==> src/hdl/aarm_pkg.sv <==
package aarm_pkg;

   localparam int CordicSteps = 30;
   localparam int SqrtSteps   = 32;
   localparam int DivSteps    = 31;

   localparam logic signed [35:0] Q30One    = 36'sd1073741824;
   localparam logic signed [35:0] Q30Pi     = 36'sd3373259426;
   localparam logic signed [35:0] Q30TwoPi  = 36'sd6746518852;
   localparam logic signed [35:0] Q30HalfPi = 36'sd1686629713;
   localparam logic signed [35:0] CordicGain = 36'sd652032874;

   typedef logic signed [35:0] wide_type;

   function automatic logic [29:0] atan_entry(input int idx);
      logic [29:0] val;
      case (idx)
         0: val = 30'd843314857;
         1: val = 30'd497837829;
         2: val = 30'd263043837;
         3: val = 30'd133525159;
         4: val = 30'd67021687;
         5: val = 30'd33543516;
         6: val = 30'd16775851;
         7: val = 30'd8388437;
         8: val = 30'd4194283;
         9: val = 30'd2097149;
         default: begin
            if (idx <= 30) begin
               val = 30'(64'd1 << (30 - idx));
            end else begin
               val = '0;
            end
         end
      endcase
      return val;
   endfunction

   // Everything that travels down the chain alongside the arithmetic.
   typedef struct packed {
      logic              vld;
      logic              ident;
      logic              neg_cos;
      logic signed [31:0] rot_x;
      logic signed [31:0] rot_y;
      logic signed [31:0] rot_z;
      logic [65:0]       rem;    // square root remainder / dividend bits for the divider
      logic [65:0]       rad;    // radicand being consumed
      logic [31:0]       root;   // length, unsigned Q4.28
      logic [30:0]       qx;
      logic [30:0]       qy;
      logic [30:0]       qz;
      logic [61:0]       nx;     // dividend remainders
      logic [61:0]       ny;
      logic [61:0]       nz;
      wide_type          cx;
      wide_type          cy;
      wide_type          cz;
   } carry_type;

   function automatic logic signed [35:0] mulq(input logic signed [35:0] p,
                                               input logic signed [35:0] q);
      logic signed [71:0] prod;
      prod = p * q + 72'sd536870912;
      return 36'(prod >>> 30);
   endfunction

endpackage

==> src/hdl/aarm_cordic_cell.sv <==
// One CORDIC rotation step; the step number is fixed per instance by its input.
module aarm_cordic_cell (
   input  logic                 clock,
   input  logic                 reset,
   input  logic                 en,
   input  logic [5:0]           step,
   input  aarm_pkg::carry_type  c_in,
   output aarm_pkg::carry_type  c_out
);
   aarm_pkg::carry_type c_ff, c_in_w;
   aarm_pkg::wide_type  dx, dy, ang;

   always_comb begin
      c_in_w = c_in;
      dx  = c_in.cy >>> step;
      dy  = c_in.cx >>> step;
      ang = aarm_pkg::wide_type'({6'd0, aarm_pkg::atan_entry(int'(step))});
      if (!c_in.cz[35]) begin
         c_in_w.cx = c_in.cx - dx;
         c_in_w.cy = c_in.cy + dy;
         c_in_w.cz = c_in.cz - ang;
      end else begin
         c_in_w.cx = c_in.cx + dx;
         c_in_w.cy = c_in.cy - dy;
         c_in_w.cz = c_in.cz + ang;
      end
   end

   always_ff @(posedge clock) begin
      if (reset) begin
         c_ff.vld <= 1'b0;
      end else if (en) begin
         c_ff <= c_in_w;
      end
   end

   assign c_out = c_ff;
endmodule

==> config.mk <==
export PLATFORM = sky130hd
export DESIGN_NAME = aarm_cordic_cell
export DESIGN_NICKNAME = d
export VERILOG_FILES = /design/src/hdl/aarm_pkg.sv /design/src/hdl/aarm_cordic_cell.sv
export SDC_FILE = /design/constraint.sdc
export NUM_CORES = 1
export LEC_CHECK = 0
export BUFFER_PORTS_ARGS = -buffer_cell sky130_fd_sc_hd__buf_4
export CAP_MARGIN = 20
export CORE_AREA = 2 2 514 516
export DETAILED_ROUTE_END_ITERATION = 16
export DIE_AREA = 0 0 516 518
export SYNTH_ARGS = -nofsm -noshare
export SYNTH_HDL_FRONTEND = slang
export SYNTH_SLANG_ARGS = --single-unit
==> constraint.sdc <==
create_clock -name clock -period 35.8 [get_ports clock]
set_input_delay 7.16 -clock clock [delete_from_list [all_inputs] [get_ports clock]]
set_output_delay 7.16 -clock clock [all_outputs]
set_load 0.01 [all_outputs]
==> run metrics <==
Worst Setup End Kind flop; # rows 188; Design Power between 2 and 3 mW; placed cell areas ~48,000 um2; area leader, netlist edfxtp_1; HPWL Detailed around 260,000 um; drt total wl between 300,000 and 400,000 um; crit start category input port; sequential area share after synthesis approximately 58%; Clock Latency Late Sink 770 ps; Logic pwr share a little over a quarter; most common cell in the netlist edfxtp_1; WHS around 530 ps; Setup TNS 0 ps; average wire per standard cell roughly 41 um; min cycle time layout 14,730 ps; Total GRT Usage between 20% and 30%; cells after synthesis 2,600; Reg clk slew, reported paths around 60 ps; max frequency about 68 MHz; Reg-to-Reg Start c_out[649]; initial antenna violation count approximately 200; Clk pwr share roughly 37%; crit path buf inv count 5; Max-Cap Viols 0; clock sink count 650; Design Area, Final a little over 50,000 um2; Die Width 516 um; Pleak between 15 and 20 nW; Avg Cell Area, Syn 13.0 um2; Power Density 52.0 nW/um2; CTS root buffer clkbuf_16; outcome completed; die footprint 267,000 um2; Clock Path Buffers 4; Worst path slowest cell buf_4; Period Utilization, post-route between 40% and 50%; port bufs about 1,300; Post-synth EDFFs roughly 650; RePlAce Congestion slightly below 1; Pins Over Slew Limit 0; Placeable Area roughly 260,000 um2; Worst Max-Slew Pin Slew ~1100 ps; Data arrival, critical path roughly 15,000 ps; max FFs per register 650; layout cells sized above 1 between 40% and 50%; starting DRC count in detailed routing ~3,300; largest net degree at the start of global routing around 130; H-Tree Depth 3; asr flop ratio synth 0%; synth top area cells edfxtp_1, mux4_2, ha_1; CTS tree built; synth unique cells 100; critical-path maximum fanout 48; Die Height about 520 um; 1st-pass router iterations 8; CP Data Required Time 36,300 ps; delay of the slowest critical-path stage 600 ps; HP Start c_out[649]; Internal roughly 1.8 mW; Hold Vio Cnt, Final 0; Mapped Nets around 3,400; Mapped Area 33,900 um2; via count between 30,000 and 40,000; Sw Ratio roughly 34%; HP Class flop to flop; GR Overflow Total 0; vias in the first global route between 30,000 and 40,000; critical path's top delay family compound AO/OA/AOI/OAI gates; IO Pins 1,309; Yosys top cell area share between 50 and 60%; worst setup path startpoint step[1]; WS Path Type input port to flop; DRC errors left 0; Final setup viols 0; #FFs+latches synth 650; Fin Clk Skew 0 ps; Post-CTS Resized 0; vias per cell around 4.2; Flop pwr share a little over a third; setup bufs post-CTS 0; Nets approximately 4,700; setup repair after global routing missed its margin false; Starting Density about an eighth; worst vdd ir 0.0000349 V; number of CTS-inserted buffers between 90 and 100; top post-synthesis cells by count edfxtp_1, a21oi_1, nor2_1; YS warnings 0; Top FF cell, synth edfxtp_1; Psw 892 uW; synthesis-to-finish area growth 50.9%; Routed Antenna Nets 0; worst relative slew slack 25.7%; first-pass GRT wire length around 380,000 um; cts hold-fix bufs 0
## power groups by stage
stage	clock network [mW]	registers, mW	logic, mW
2_1_floorplan	0	1.01	0.285
3_3_place_gp	0	0.977	0.707
3_5_place_dp	0	0.974	0.704
4_1_cts	1.02	0.962	0.711
5_1_grt	1.04	0.967	0.743
6_report	0.991	0.961	0.707
## cell families after synthesis
logic type | Yosys count | share of synthesized area [%]
xor+xnor | 184 | 4.76
flops | 650 | 57.6
simple gates | 609 | 9.02
mux | 210 | 9.20
compound gates | 657 | 12.6
buf+inv | 174 | 2.46
fa+ha+maj | 116 | 4.35
## path summary, 6_finish.rpt
path / endpoint / slack (ps) / depth (start not counted)
min: c_out[649] / 530 / 2
max reg2reg: c_out[649] / 35200 / 2
max: c_out[34] / 21070 / 30
min reg2reg: c_out[649] / 530 / 2
## layout make-up
class                           count  area, um2
Antenna cell                       37       92.6
Clock buffer                      106       2420
Clock inverter                     64        717
Fill cell                       28600     210000
Inverter                           59        221
Multi-Input combinational cell   1776      13600
Sequential cell                   650      19500
Tap cell                         3515       4400
Timing Repair Buffer             1354      10200
## per-layer routing
layer	part of all wire, %	track usage (%)
met1	38	25.8
met2	48	37.8
met3	11	8.69
met4	3.5	6.52
met5	0.11	0
## stage by stage
stage	cells	utilization, %	setup slack (ps)
final	7561	19.5	21070
after global routing	7536	19.5	20360
after CTS	7524	19.5	21240
after detailed placement	7354	18.3	20430
after global placement	7354	18.3	20370
after floorplan	2600	-	11320
## worst min-delay path: stages (launching register included)
cell,delay [ps]
dfxtp_1,320
mux2i_1,70
nor2_1,100
## cell usage in the layout (no fill, tap or decap), types with 11 or more instances in the layout
cell	n
a211oi_1	26
a21o_1	61
a21oi_1	215
a221oi_1	17
a31oi_1	42
and2_1	25
and3_1	19
buf_4	1352
bufinv_16	12
clkbuf_1	11
clkbuf_16	95
clkinv_1	15
clkinv_2	17
diode_2	37
edfxtp_1	649
ha_1	113
inv_1	54
mux2_2	45
mux2i_1	84
mux4_2	75
nand2_1	136
nand2b_1	36
nand3_1	47
nand4_1	16
nor2_1	178
nor2b_1	22
nor3_1	54
o211ai_1	14
o21a_1	19
o21ai_0	101
o21bai_1	20
o22ai_1	24
or2_2	13
xnor2_1	124
xor2_1	60
(Power assumes the default switching activity.)
