## src/hdl/aarm_pkg.sv

```systemverilog
package aarm_pkg;

   localparam int CordicSteps = 30;
   localparam int SqrtSteps   = 32;
   localparam int DivSteps    = 31;

   localparam logic signed [35:0] Q30One    = 36'sd1073741824;
   localparam logic signed [35:0] Q30Pi     = 36'sd3373259426;
   localparam logic signed [35:0] Q30TwoPi  = 36'sd6746518852;
   localparam logic signed [35:0] Q30HalfPi = 36'sd1686629713;
   localparam logic signed [35:0] CordicGain = 36'sd652032874;

   typedef logic signed [35:0] wide_type;

   function automatic logic [29:0] atan_entry(input int idx);
      logic [29:0] val;
      case (idx)
         0: val = 30'd843314857;
         1: val = 30'd497837829;
         2: val = 30'd263043837;
         3: val = 30'd133525159;
         4: val = 30'd67021687;
         5: val = 30'd33543516;
         6: val = 30'd16775851;
         7: val = 30'd8388437;
         8: val = 30'd4194283;
         9: val = 30'd2097149;
         default: begin
            if (idx <= 30) begin
               val = 30'(64'd1 << (30 - idx));
            end else begin
               val = '0;
            end
         end
      endcase
      return val;
   endfunction

   // Everything that travels down the chain alongside the arithmetic.
   typedef struct packed {
      logic              vld;
      logic              ident;
      logic              neg_cos;
      logic signed [31:0] rot_x;
      logic signed [31:0] rot_y;
      logic signed [31:0] rot_z;
      logic [65:0]       rem;    // square root remainder / dividend bits for the divider
      logic [65:0]       rad;    // radicand being consumed
      logic [31:0]       root;   // length, unsigned Q4.28
      logic [30:0]       qx;
      logic [30:0]       qy;
      logic [30:0]       qz;
      logic [61:0]       nx;     // dividend remainders
      logic [61:0]       ny;
      logic [61:0]       nz;
      wide_type          cx;
      wide_type          cy;
      wide_type          cz;
   } carry_type;

   function automatic logic signed [35:0] mulq(input logic signed [35:0] p,
                                               input logic signed [35:0] q);
      logic signed [71:0] prod;
      prod = p * q + 72'sd536870912;
      return 36'(prod >>> 30);
   endfunction

endpackage

```

## src/hdl/aarm_sqrt_cell.sv

```systemverilog
// One restoring square root step: one result bit per cycle while en is high.
module aarm_sqrt_cell (
   input  logic                 clock,
   input  logic                 reset,
   input  logic                 en,
   input  aarm_pkg::carry_type  c_in,
   output aarm_pkg::carry_type  c_out
);
   aarm_pkg::carry_type c_ff, c_in_w;
   logic [65:0] rem_t;
   logic [65:0] trial;

   always_comb begin
      c_in_w = c_in;
      rem_t  = {c_in.rem[63:0], c_in.rad[65:64]};
      trial  = {32'd0, c_in.root, 2'b01};
      c_in_w.rad = {c_in.rad[63:0], 2'b00};
      if (rem_t >= trial) begin
         c_in_w.rem  = rem_t - trial;
         c_in_w.root = {c_in.root[30:0], 1'b1};
      end else begin
         c_in_w.rem  = rem_t;
         c_in_w.root = {c_in.root[30:0], 1'b0};
      end
   end

   always_ff @(posedge clock) begin
      if (reset) begin
         c_ff.vld <= 1'b0;
      end else if (en) begin
         c_ff <= c_in_w;
      end
   end

   assign c_out = c_ff;
endmodule

```

## config.mk

```make
export PLATFORM = sky130hd
export DESIGN_NAME = aarm_sqrt_cell
export DESIGN_NICKNAME = d
export VERILOG_FILES = /design/src/hdl/aarm_pkg.sv /design/src/hdl/aarm_sqrt_cell.sv
export SDC_FILE = /design/constraint.sdc
export NUM_CORES = 1
export LEC_CHECK = 0
export BUFFER_PORTS_ARGS = -buffer_cell sky130_fd_sc_hd__buf_2
export CORE_AREA = 3 3 506 508
export DETAILED_ROUTE_END_ITERATION = 12
export DIE_AREA = 0 0 509 511
export HOLD_SLACK_MARGIN = 0.1
export PLACE_DENSITY = 0.3
export SYNTH_ARGS = -nofsm -noshare
export SYNTH_HDL_FRONTEND = slang
export SYNTH_SLANG_ARGS = --single-unit
```

## constraint.sdc

```tcl
create_clock -name clock -period 38.3 [get_ports clock]
set_input_delay 5.745 -clock clock [delete_from_list [all_inputs] [get_ports clock]]
set_output_delay 5.745 -clock clock [all_outputs]
set_load 0.05 [all_outputs]
```

==> flow_summary.toml <==
[outcome]
outcome = "completed"

[grt]
busiest_layer = "met2"
grt_max_degree = 140
grt_util_met1 = 0.143
grt_pass1_wl_microns = 212000
grt_pass1_vias = 18000
grtUsageTotal = 0.128
grt_use_met2 = 0.213
grt_antenna_before_repair = 206
met3_usage = 0.0724
grt.overflow.total = 0

[die]
io_pins = 1303
start_util = 0.0910
core_area_sq_um = 252000
die_w_microns = 509
dieArea_sq_um = 260000
rows = 184
die_h_microns = 511

[yosys]
synth_edf_count = 647
ys_seq_area_frac = 0.849
async_reset_ff_frac = 0
syn_inst = 1197
synth_flop_cell = "edfxtp_1"
yosys_warnings = 0
synth_area_leader_cell = "edfxtp_1"
synth_top_area_frac = 0.848
synth_cell_types = 68
synth_area_per_cell_sq_um = 19.1
netlist_area_sq_um = 22900
synth_area_leaders = "edfxtp_1 (85%), ha_1 (1.9%), xor2_1 (1.6%), nand2_1 (1.2%), a21oi_1 (0.90%)"
ys_ff_latch = 648

[finish]
instances_no_fill = 6021
final_core_util = 0.145
fin_nets = 3264
area_growth_syn_to_layout_pct = 59.8
post_route_cells_drive_above_1_share = 0.551
largest_reg_flops = 648
final_common_cell = "buf_2"
mostFrequentLayoutCells = "buf_2 (1,298), edfxtp_1 (647), clkbuf_16 (93)"

[place]
io_buffers = 1298
placed_cells = 5830
routabilityCongestion = 0.929
dp_hpwl_microns = 150000

[sta]
rsz0062_at_grt = "false"
skew_ns = 0
timing.fmax_ghz = 0.114
period_share = 0.229
setup_violations = 0
hold_viol = 0
slew_viol_final = 0
tns_ns = 0
slew_headroom = 0.356
tightest_slew_ns = 0.965
finalCriticalPeriod_ns = 8.76

[hold_path]
worstHoldPathCells = 2
hp-class = "reg2reg"

[power_and_ir_drop]
power.share.combinational = 0.173
p_switching_uw = 677
clockPowerShare = 0.417
power_frac_seq = 0.410
p_per_area_nw_per_um2 = 57.0
p_sw_frac = 0.325
intPower_uw = 1410
leakage_uw = 0.0140
ir_drop_mv = 0.0292

[clock_tree]
cts_tree = "yes"
cts_buffers = 93
h-tree-depth = 3
post_cts_buffers = 0
clk_pin_slew_ns = 0.06
cts.path.max_buffers = 3
cts_root_buf = "clkbuf_16"
cts_sinks = 648
hold_buffers = 0
cts_repair_resize_count = 0
insertion_delay_ns = 0.70

[detailed_routing]
drc = 0
vias = 17700
drtPass1Iterations = 5
routed_wirelength_microns = 173000
first_iter_violations = 1429
ant_nets = 0
via_per_inst = 2.94
routedWlPerCell_microns = 28.8

[critical_path]
critical_path.max_stage_delay_ns = 0.73
rr_worst_depth = 2
cp_cell_sequence = "buf_2 > nor2b_4 > buf_4 > buf_4 > buf_4 > buf_4"
ff2ff_setup_slack_ns = 37.71
cp-end-kind = "flop"
cpLargestDelayFamily = "buffers and inverters"
worst_ep_required_time_ns = 38.65
crit_path_start_kind = "input pin"
cpMostUsedCell = "buf_4"
worst-path-stages = 6
crit_type = "in2reg"
cp_max_fo = 51
arrival_ns = 9.11
worst-path-buf-inv = 5
critPathSlowestCell = "nor2b_4"

[job]
max_cap_viol_count = 0
[metrics by stage]
step	cell area (sq um)	power, uW	hold WS (ns)	worst slack (ns)
final	36600	2090	0.533	29.54
after global routing	36600	2170	0.581	29.29
after CTS	36600	2140	0.535	29.49
after detailed placement	33600	1240	0.513	28.62
after global placement	33600	1240	0.499	28.64
after floorplan	22900	1110	0.733	2.25
[tightest hold or removal path, cell delays in order (launching register included)]
cell and delay [ns]:
dfxtp_1 0.31, mux2i_1 0.12, nor2_1 0.06
[area by class of cell]
type | instances | area (sq um)
well taps | 3348 | 4190
clock buffers | 108 | 2380
diodes | 20 | 50.0
multi-input cells | 482 | 3160
inverters | 41 | 154
repair buffers | 1311 | 6610
clock inverters | 63 | 614
flip-flops and latches | 648 | 19400
fillers | 28300 | 215000
[synth_stat cells (all sizes together) (4+ instances only)]
master / count
or2: 6
nor4: 17
o211ai: 4
o21a: 8
nand2b: 11
a21oi: 41
inv: 41
or3: 4
or4: 8
nand2: 71
nor3b: 5
nor2: 39
nand4: 15
xor2: 43
nor3: 25
nand3: 8
edfxtp: 647
o31ai: 5
a31oi: 5
buf: 10
ha: 34
o21ai: 65
clkbuf: 17
xnor2: 19
[path summary, 6_finish.rpt]
path	start	to
setup / recovery	en	c_out[245]
hold / removal	c_out[649]	c_out[649]
setup reg to reg	c_out[649]	c_out[649]
hold reg to reg	c_out[649]	c_out[649]
[logic make-up after synthesis]
kind of cell,Yosys count,share of synthesized area
AO/OA/AOI/OAI,150,0.0395
XOR/XNOR,62,0.0240
adder cells (fa/ha/maj),34,0.0186
buffers and inverters,68,0.0135
flip-flops,648,0.849
multiplexers,1,0.000437
other,1,0.000164
AND/OR/NAND/NOR,233,0.0546
[layer usage]
| layer | wire length [microns] | vias to the layer above |
|---|---|---|
| met5 | 395 | - |
| met4 | 4070 | 60 |
| met3 | 23000 | 419 |
| met2 | 80700 | 1284 |
| met1 | 65300 | 8494 |
| li1 | - | 7457 |
[power by group through the flow]
stage | Sequential [uW] | Clock [uW] | Combinational, uW
floorplan | 1070 | 0 | 45.5
global route | 859 | 932 | 380
finish | 855 | 870 | 360
CTS | 856 | 911 | 369
global placement | 869 | 0 | 370
detailed placement | 869 | 0 | 368
(Power assumes the default switching activity.)
