--- config.mk ---
export PLATFORM = sky130hd
export DESIGN_NAME = aarm_div_cell
export DESIGN_NICKNAME = d
export VERILOG_FILES = /design/src/hdl/aarm_pkg.sv /design/src/hdl/aarm_div_cell.sv
export SDC_FILE = /design/constraint.sdc
export NUM_CORES = 1
export LEC_CHECK = 0
export BUFFER_PORTS_ARGS = -buffer_cell sky130_fd_sc_hd__buf_2
export CELL_PAD_IN_SITES_DETAIL_PLACEMENT = 0
export CELL_PAD_IN_SITES_GLOBAL_PLACEMENT = 2
export CORE_AREA = 5 5 507 509
export CTS_BUF_LIST = sky130_fd_sc_hd__clkbuf_2 sky130_fd_sc_hd__clkbuf_4 sky130_fd_sc_hd__clkbuf_8
export DETAILED_ROUTE_END_ITERATION = 7
export DIE_AREA = 0 0 512 514
export GPL_ROUTABILITY_DRIVEN = 0
export GPL_TIMING_DRIVEN = 0
export PLACE_DENSITY = 0.35
export SETUP_SLACK_MARGIN = 0.2
export SLEW_MARGIN = 20
export SYNTH_ARGS = -nofsm -noshare
export SYNTH_HDL_FRONTEND = slang
export SYNTH_SLANG_ARGS = --single-unit
--- constraint.sdc ---
create_clock -name clock -period 80.2 [get_ports clock]
set_input_delay 16.04 -clock clock [delete_from_list [all_inputs] [get_ports clock]]
set_output_delay 16.04 -clock clock [all_outputs]
set_load 0.05 [all_outputs]
--- src/hdl/aarm_pkg.sv ---
package aarm_pkg;

   localparam int CordicSteps = 30;
   localparam int SqrtSteps   = 32;
   localparam int DivSteps    = 31;

   localparam logic signed [35:0] Q30One    = 36'sd1073741824;
   localparam logic signed [35:0] Q30Pi     = 36'sd3373259426;
   localparam logic signed [35:0] Q30TwoPi  = 36'sd6746518852;
   localparam logic signed [35:0] Q30HalfPi = 36'sd1686629713;
   localparam logic signed [35:0] CordicGain = 36'sd652032874;

   typedef logic signed [35:0] wide_type;

   function automatic logic [29:0] atan_entry(input int idx);
      logic [29:0] val;
      case (idx)
         0: val = 30'd843314857;
         1: val = 30'd497837829;
         2: val = 30'd263043837;
         3: val = 30'd133525159;
         4: val = 30'd67021687;
         5: val = 30'd33543516;
         6: val = 30'd16775851;
         7: val = 30'd8388437;
         8: val = 30'd4194283;
         9: val = 30'd2097149;
         default: begin
            if (idx <= 30) begin
               val = 30'(64'd1 << (30 - idx));
            end else begin
               val = '0;
            end
         end
      endcase
      return val;
   endfunction

   // Everything that travels down the chain alongside the arithmetic.
   typedef struct packed {
      logic              vld;
      logic              ident;
      logic              neg_cos;
      logic signed [31:0] rot_x;
      logic signed [31:0] rot_y;
      logic signed [31:0] rot_z;
      logic [65:0]       rem;    // square root remainder / dividend bits for the divider
      logic [65:0]       rad;    // radicand being consumed
      logic [31:0]       root;   // length, unsigned Q4.28
      logic [30:0]       qx;
      logic [30:0]       qy;
      logic [30:0]       qz;
      logic [61:0]       nx;     // dividend remainders
      logic [61:0]       ny;
      logic [61:0]       nz;
      wide_type          cx;
      wide_type          cy;
      wide_type          cz;
   } carry_type;

   function automatic logic signed [35:0] mulq(input logic signed [35:0] p,
                                               input logic signed [35:0] q);
      logic signed [71:0] prod;
      prod = p * q + 72'sd536870912;
      return 36'(prod >>> 30);
   endfunction

endpackage

--- src/hdl/aarm_div_cell.sv ---
// One restoring division step for all three axis components at once.
module aarm_div_cell (
   input  logic                 clock,
   input  logic                 reset,
   input  logic                 en,
   input  aarm_pkg::carry_type  c_in,
   output aarm_pkg::carry_type  c_out
);
   aarm_pkg::carry_type c_ff, c_in_w;
   logic [62:0] tx, ty, tz, d;

   always_comb begin
      c_in_w = c_in;
      d  = {31'd0, c_in.root};
      tx = {c_in.nx, 1'b0};
      ty = {c_in.ny, 1'b0};
      tz = {c_in.nz, 1'b0};
      // the dividend bits enter from the top of rem (mag << 30)
      tx[0] = c_in.rem[65];
      ty[0] = c_in.rem[64];
      tz[0] = c_in.rem[63];
      c_in_w.rem = {c_in.rem[62:0], 3'b000};
      if (tx >= d) begin
         c_in_w.nx = 62'(tx - d);
         c_in_w.qx = {c_in.qx[29:0], 1'b1};
      end else begin
         c_in_w.nx = tx[61:0];
         c_in_w.qx = {c_in.qx[29:0], 1'b0};
      end
      if (ty >= d) begin
         c_in_w.ny = 62'(ty - d);
         c_in_w.qy = {c_in.qy[29:0], 1'b1};
      end else begin
         c_in_w.ny = ty[61:0];
         c_in_w.qy = {c_in.qy[29:0], 1'b0};
      end
      if (tz >= d) begin
         c_in_w.nz = 62'(tz - d);
         c_in_w.qz = {c_in.qz[29:0], 1'b1};
      end else begin
         c_in_w.nz = tz[61:0];
         c_in_w.qz = {c_in.qz[29:0], 1'b0};
      end
   end

   always_ff @(posedge clock) begin
      if (reset) begin
         c_ff.vld <= 1'b0;
      end else if (en) begin
         c_ff <= c_in_w;
      end
   end

   assign c_out = c_ff;
endmodule

==> results.ini, run 1 <==
[status]
status=finished, final reports clean

[floorplanning]
ioPinCount=1303
coreArea_um2=253000
die_w_um=512
initial_core_util_pct=11.3
die_h_um=514
rows=185
die_area_um2=263000

[setup_path]
r2r_slack_ps=79630
cp-end-kind=register
arrival_ps=21460
critPathMaxFanout=11
cp-start-kind=primary input
crit_type=in2reg
required_ps=80790

[grt]
grt_antenna_before_repair=284
grt_pass1_wl_um=305000
overflow=0
grt_usage_pct=18.0
grt_max_degree=25
grt_pass1_vias=25754

[yosys]
synth_cell_type_count=81
synth-async-reset-ratio_pct=0
synth_warnings=0
synth-seq-area-share_pct=68.0
synth_cells=2077
yosysTopAreaCell=edfxtp_1
synth_area_um2=28500
synth_most_common_cell=edfxtp_1
synth-edff-count=646
synth_top_area_share_pct=68.0
synth_ff_type=edfxtp_1
syn_avg_cell_area_um2=13.7
ys_ff_latch=647
synth.area.top_cells=edfxtp_1, ha_1, xnor2_1, a21oi_1, nor2_1
synth_common_cells=edfxtp_1, a21oi_1, nor2_1

[placed_design]
place_inst=6777
pre_cts_slack_ps=57850
hpwl_um=217000
place_area_um2=40100
numPortBuffers=1295

[final_layout]
final_area_um2=43200
fin_nets=4316
instances_no_fill=7101
final_layout_size_suffix_gt1_share_pct=44.2
largest_reg_flops=647
syn_to_final_growth_pct=51.4

[clock_network]
ctsHtreeMaxLevel=4
clock-sinks=647
clock_latency_ps=870
cts_root_buf=clkbuf_8
ctsHoldBuffers=0
tritoncts=done
post-cts-setup-buffers=0
cts_resized=0
cts_made_buffers=148
clk_pin_slew_ps=50
cts_max_path_buffers=3

[power]
power_mw=1.06
p_per_area_nw_per_um2=24.5
p_leak_nw=16.8
irDropWorstVdd_uv=13.3

[sta]
skew_ps=0
slew_viol_final=0
finalSetupViolations=0
period_share_pct=26.0
hold_violations=0
finalCriticalPeriod_ps=20870
setup_tns_ps=0
fmax_mhz=47.9
worst_pin_slew_ps=1080
relSlewSlack_pct=27.3
setup_slack_ps=59330
rsz0062_at_grt=false

[detailed_routing]
first_pass_iters=5
routed_wirelength_um=248000
vias=25372
drtAntennaViolNets=0
drc=0
wire_per_inst_um=34.9
first_iter_violations=1633
viasPerCell=3.57

[worst_hold_path]
min_path_type=reg2reg

[flow_run]
cap_violations=0

-- layer usage --
| layer | wire length, µm | track usage, % | vias up |
|---|---|---|---|
| met1 | 92500 | 19.7 | 12445 |
| met2 | 122000 | 31.4 | 1295 |
| li1 | - | - | 11041 |
| met5 | 1060 | 0 | - |
| met3 | 26200 | 8.75 | 423 |
| met4 | 5940 | 4.05 | 168 |
-- per-stage QoR --
step | hold WS, ps | utilization [%]
floorplan | 733 | -
global placement | 489 | 15.5
detailed placement | 493 | 15.9
CTS | 505 | 17.0
global route | 583 | 17.1
finish | 492 | 17.1
-- worst max-delay path, stage by stage --
cell,delay (ps)
buf_2,90
inv_1,230
ha_1,380
clkbuf_1,410
nand2_1,260
or3_1,460
nor3_1,760
or4bb_1,690
a211o_1,430
nand2_2,450
buf_2,560
buf_2,430
a21oi_1,180
-- power breakdown --
part	internal (mW)	leakage, nW	switching [mW]	total [mW]
logic	0.0566	9.16	0.185	0.242
registers	0.403	6.08	0.00746	0.410
clock network	0.213	1.56	0.193	0.406
total	0.672	16.8	0.385	1.06
-- cells by family (layout without fill, tap and decap cells) --
logic type | after synthesis | in the layout | share of synthesized area [%]
compound gates | 425 | 425 | 9.25
mux | 21 | 21 | 0.815
simple gates | 578 | 578 | 10.2
other cells | 1 | 69 | 0.0131
fa+ha+maj | 102 | 102 | 4.55
xor+xnor | 174 | 174 | 5.34
buf+inv | 129 | 1719 | 1.83
flops | 647 | 647 | 68.0
-- placed cells by master, fill, tap and decap left out, types with 7 or more instances in the layout --
| cell type | instances |
|---|---|
| nand2b_1 | 13 |
| edfxtp_1 | 646 |
| xnor2_1 | 119 |
| or4_1 | 8 |
| xor2_1 | 55 |
| buf_16 | 11 |
| inv_1 | 58 |
| or3_1 | 20 |
| clkbuf_4 | 42 |
| a21o_1 | 46 |
| buf_12 | 22 |
| or2_2 | 11 |
| nor2b_1 | 7 |
| and2_1 | 11 |
| mux2_2 | 17 |
| diode_2 | 66 |
| nor4_1 | 34 |
| clkinv_1 | 35 |
| nand3_1 | 44 |
| nand2_1 | 119 |
| o31ai_1 | 7 |
| a21oi_1 | 177 |
| o21a_1 | 11 |
| clkinv_2 | 13 |
| a31oi_1 | 14 |
| o21bai_1 | 21 |
| o21ai_0 | 75 |
| buf_2 | 1309 |
| and3_1 | 15 |
| clkbuf_8 | 148 |
| nor2_1 | 162 |
| a211oi_1 | 13 |
| clkbuf_1 | 48 |
| nor3_1 | 45 |
| ha_1 | 99 |
| nand4_1 | 49 |
-- layout make-up --
type                       count  area (µm²)
multi-input combinational   1303        8650
timing repair buffer        1332        7260
clock inverter                68         633
sequential                   647       19400
buffer                        70         303
inverter                      59         221
antenna                       66         165
tap                         3366        4210
clock buffer                 190        2350
fill                       28321      209000
-- final timing paths --
check / cells after the start / startpoint / endpoint
max: 13 / c_in[409] / c_out[258]$_DFFE_PP_
min: 2 / c_out[649]$_SDFFE_PP0P_ / c_out[649]$_SDFFE_PP0P_
max reg2reg: 2 / c_out[649]$_SDFFE_PP0P_ / c_out[649]$_SDFFE_PP0P_
min reg2reg: 2 / c_out[649]$_SDFFE_PP0P_ / c_out[649]$_SDFFE_PP0P_
Note: power is estimated with default switching activity, not from simulation.
==> run 2, diff against run 1 <==
Settings changed: CORE_AREA 5 5 507 509 to 5 5 502 504, DIE_AREA 0 0 512 514 to 0 0 507 509.
Clock period 80.2 ns to 21.5 ns, I/O delays scaled along.
==> run 2 against run 1 <==
Net effect:
- non-clock buffer count down 2
- count of clock-buffer cells in the layout grew 2
- core utilization increased by 0.28 points
- combinational power rose to 3.7 times the previous value
- global-route usage increased by 0.43 points
- critical path depth grew 1
- final area decreased by 0.48%
- die area shrank 1.9%
- via count rose by 0.84%
- register-to-register slack got worse by 59000 ps
- final cell count down 1.5%
- hold slack better by 15 ps
==> results.ini, run 2 (same netlist as run 1, synthesis figures left out) <==
[status]
status=finished, final reports clean

[clock_network]
post-cts-setup-buffers=0  ; unchanged
tritoncts=done
ctsHoldBuffers=0  ; unchanged
clk_pin_slew_ps=50  ; about the same
cts_made_buffers=149  ; +0.68%
clock_latency_ps=880  ; about the same
ctsHtreeMaxLevel=4  ; unchanged
cts_root_buf=clkbuf_8
cts_resized=0  ; unchanged
cts_max_path_buffers=3  ; unchanged
clock-sinks=647  ; unchanged

[placed_design]
place_inst=6646  ; -1.9%
pre_cts_slack_ps=11720  ; -46120 ps
hpwl_um=216000  ; -0.23%
numPortBuffers=1295  ; unchanged
place_area_um2=39900  ; -0.52%

[power]
p_per_area_nw_per_um2=91.5  ; +270%
swShare_pct=36.7  ; +0.31 points
power_mw=3.94  ; +270%
irDropWorstVdd_uv=46.8  ; +250%
intPower_mw=2.49  ; +270%
p_seq_share_pct=38.8  ; about the same
pwr-share-comb_pct=22.8  ; about the same
pwr-share-clk_pct=38.4  ; about the same
power.switching_mw=1.45  ; +280%
p_leak_nw=16.8  ; about the same

[sta]
period_share_pct=41.4
hold_violations=0  ; unchanged
skew_ps=0  ; unchanged
whs_ps=507  ; +14.9 ps
relSlewSlack_pct=12.9  ; -14 points
worst_pin_slew_ps=1290  ; +215 ps
setup_tns_ps=0  ; unchanged
rsz0062_at_grt=false
finalSetupViolations=0  ; unchanged
finalCriticalPeriod_ps=8890
setup_slack_ps=12610  ; -46730 ps
slew_viol_final=0  ; unchanged
fmax_mhz=112

[grt]
grt_antenna_before_repair=282  ; -0.70%
overflow=0  ; unchanged
grt_pass1_wl_um=305000  ; +0.10%
grt_pass1_vias=25662  ; -0.36%
grt_max_degree=27  ; +8.0%
grt_usage_pct=18.4  ; +0.43 points

[setup_path]
crit_type=in2reg
required_ps=22130  ; -58660 ps
r2r_slack_ps=20920  ; -58710 ps
cp-endpoint=c_out[138]$_DFFE_PP_
cp-end-kind=register
arrival_ps=9520  ; -11940 ps
cp-start-kind=primary input
r2r_end=c_out[649]$_SDFFE_PP0P_
critPathMaxFanout=10  ; -1
ff2ff_path_depth=2  ; unchanged
r2r-start=c_out[649]$_SDFFE_PP0P_
crit_start=c_in[410]

[detailed_routing]
viasPerCell=3.66  ; +2.4%
first_pass_iters=5  ; unchanged
wire_per_inst_um=35.6  ; +2.1%
first_iter_violations=1798  ; +10%
drtAntennaViolNets=0  ; unchanged
vias=25585  ; +0.84%
drc=0  ; unchanged
routed_wirelength_um=249000  ; +0.53%

[floorplanning]
coreArea_um2=247000  ; -2.1%
rows=183  ; -1.1%
ioPinCount=1303  ; unchanged
die_w_um=507  ; -0.98%
die_area_um2=258000  ; -1.9%
initial_core_util_pct=11.5  ; +0.24 points
die_h_um=509  ; -0.97%

[final_layout]
final_layout_size_suffix_gt1_share_pct=44.4  ; +0.14 points
mostFrequentLayoutCell=buf_2
largest_reg_flops=647  ; unchanged
syn_to_final_growth_pct=50.6
final_cell_mix=buf_2, edfxtp_1, a21oi_1
fin_nets=4315  ; -0.023%
post-route-util_pct=17.4  ; +0.28 points
instances_no_fill=6995  ; -1.5%
final_area_um2=43000  ; -0.48%

[flow_run]
cap_violations=0  ; unchanged

[worst_hold_path]
min_path_type=reg2reg

run 2: layout make-up:
cell class / instances / area [µm²]
Fill cell: 27716 / 204000
Sequential cell: 647 / 19400
Multi-Input combinational cell: 1303 / 8650
Timing Repair Buffer: 1330 / 7220
Tap cell: 3237 / 4050
Clock buffer: 192 / 2390
Clock inverter: 79 / 562
Buffer: 70 / 302
Inverter: 59 / 221
Antenna cell: 78 / 195
run 2: routing by layer:
| metal | track usage, % | wire, µm | up-vias |
|---|---|---|---|
| li1 | - | - | 11063 |
| met1 | 20.7 | 93400 | 12629 |
| met2 | 31.5 | 120000 | 1349 |
| met3 | 9.41 | 28800 | 430 |
| met4 | 3.63 | 5730 | 114 |
| met5 | 0 | 721 | - |
run 2: worst max-delay path, cell delays in order:
cell	delay, ps
buf_2	110
inv_1	220
ha_1	370
clkbuf_1	300
nand4_1	210
nor4_1	810
nand4_1	310
nor4_1	1140
nand2_1	230
o211ai_4	230
buf_2	470
buf_2	460
nor2_1	100
a21oi_1	250
run 2: how the worst min path moves through the flow:
stage / endpoint / slack, ps / start / cells past startpoint
after CTS: c_out[649]$_SDFFE_PP0P_ / 520 / c_out[649]$_SDFFE_PP0P_ / 2
after global placement: c_out[649]$_SDFFE_PP0P_ / 480 / c_out[649]$_SDFFE_PP0P_ / 2
after global routing: c_out[649]$_SDFFE_PP0P_ / 540 / c_out[649]$_SDFFE_PP0P_ / 2
after floorplan: c_out[649]$_SDFFE_PP0P_ / 730 / c_out[649]$_SDFFE_PP0P_ / 2
after detailed placement: c_out[649]$_SDFFE_PP0P_ / 500 / c_out[649]$_SDFFE_PP0P_ / 2
final: c_out[649]$_SDFFE_PP0P_ / 510 / c_out[649]$_SDFFE_PP0P_ / 2
run 2: power groups by stage:
| stage | logic [mW] | clock network [mW] | registers [mW] |
|---|---|---|---|
| floorplan | 0.201 | 0 | 1.89 |
| global placement | 0.910 | 0 | 1.59 |
| detailed placement | 0.921 | 0 | 1.55 |
| CTS | 0.925 | 1.60 | 1.53 |
| global route | 0.945 | 1.64 | 1.54 |
| finish | 0.896 | 1.51 | 1.53 |
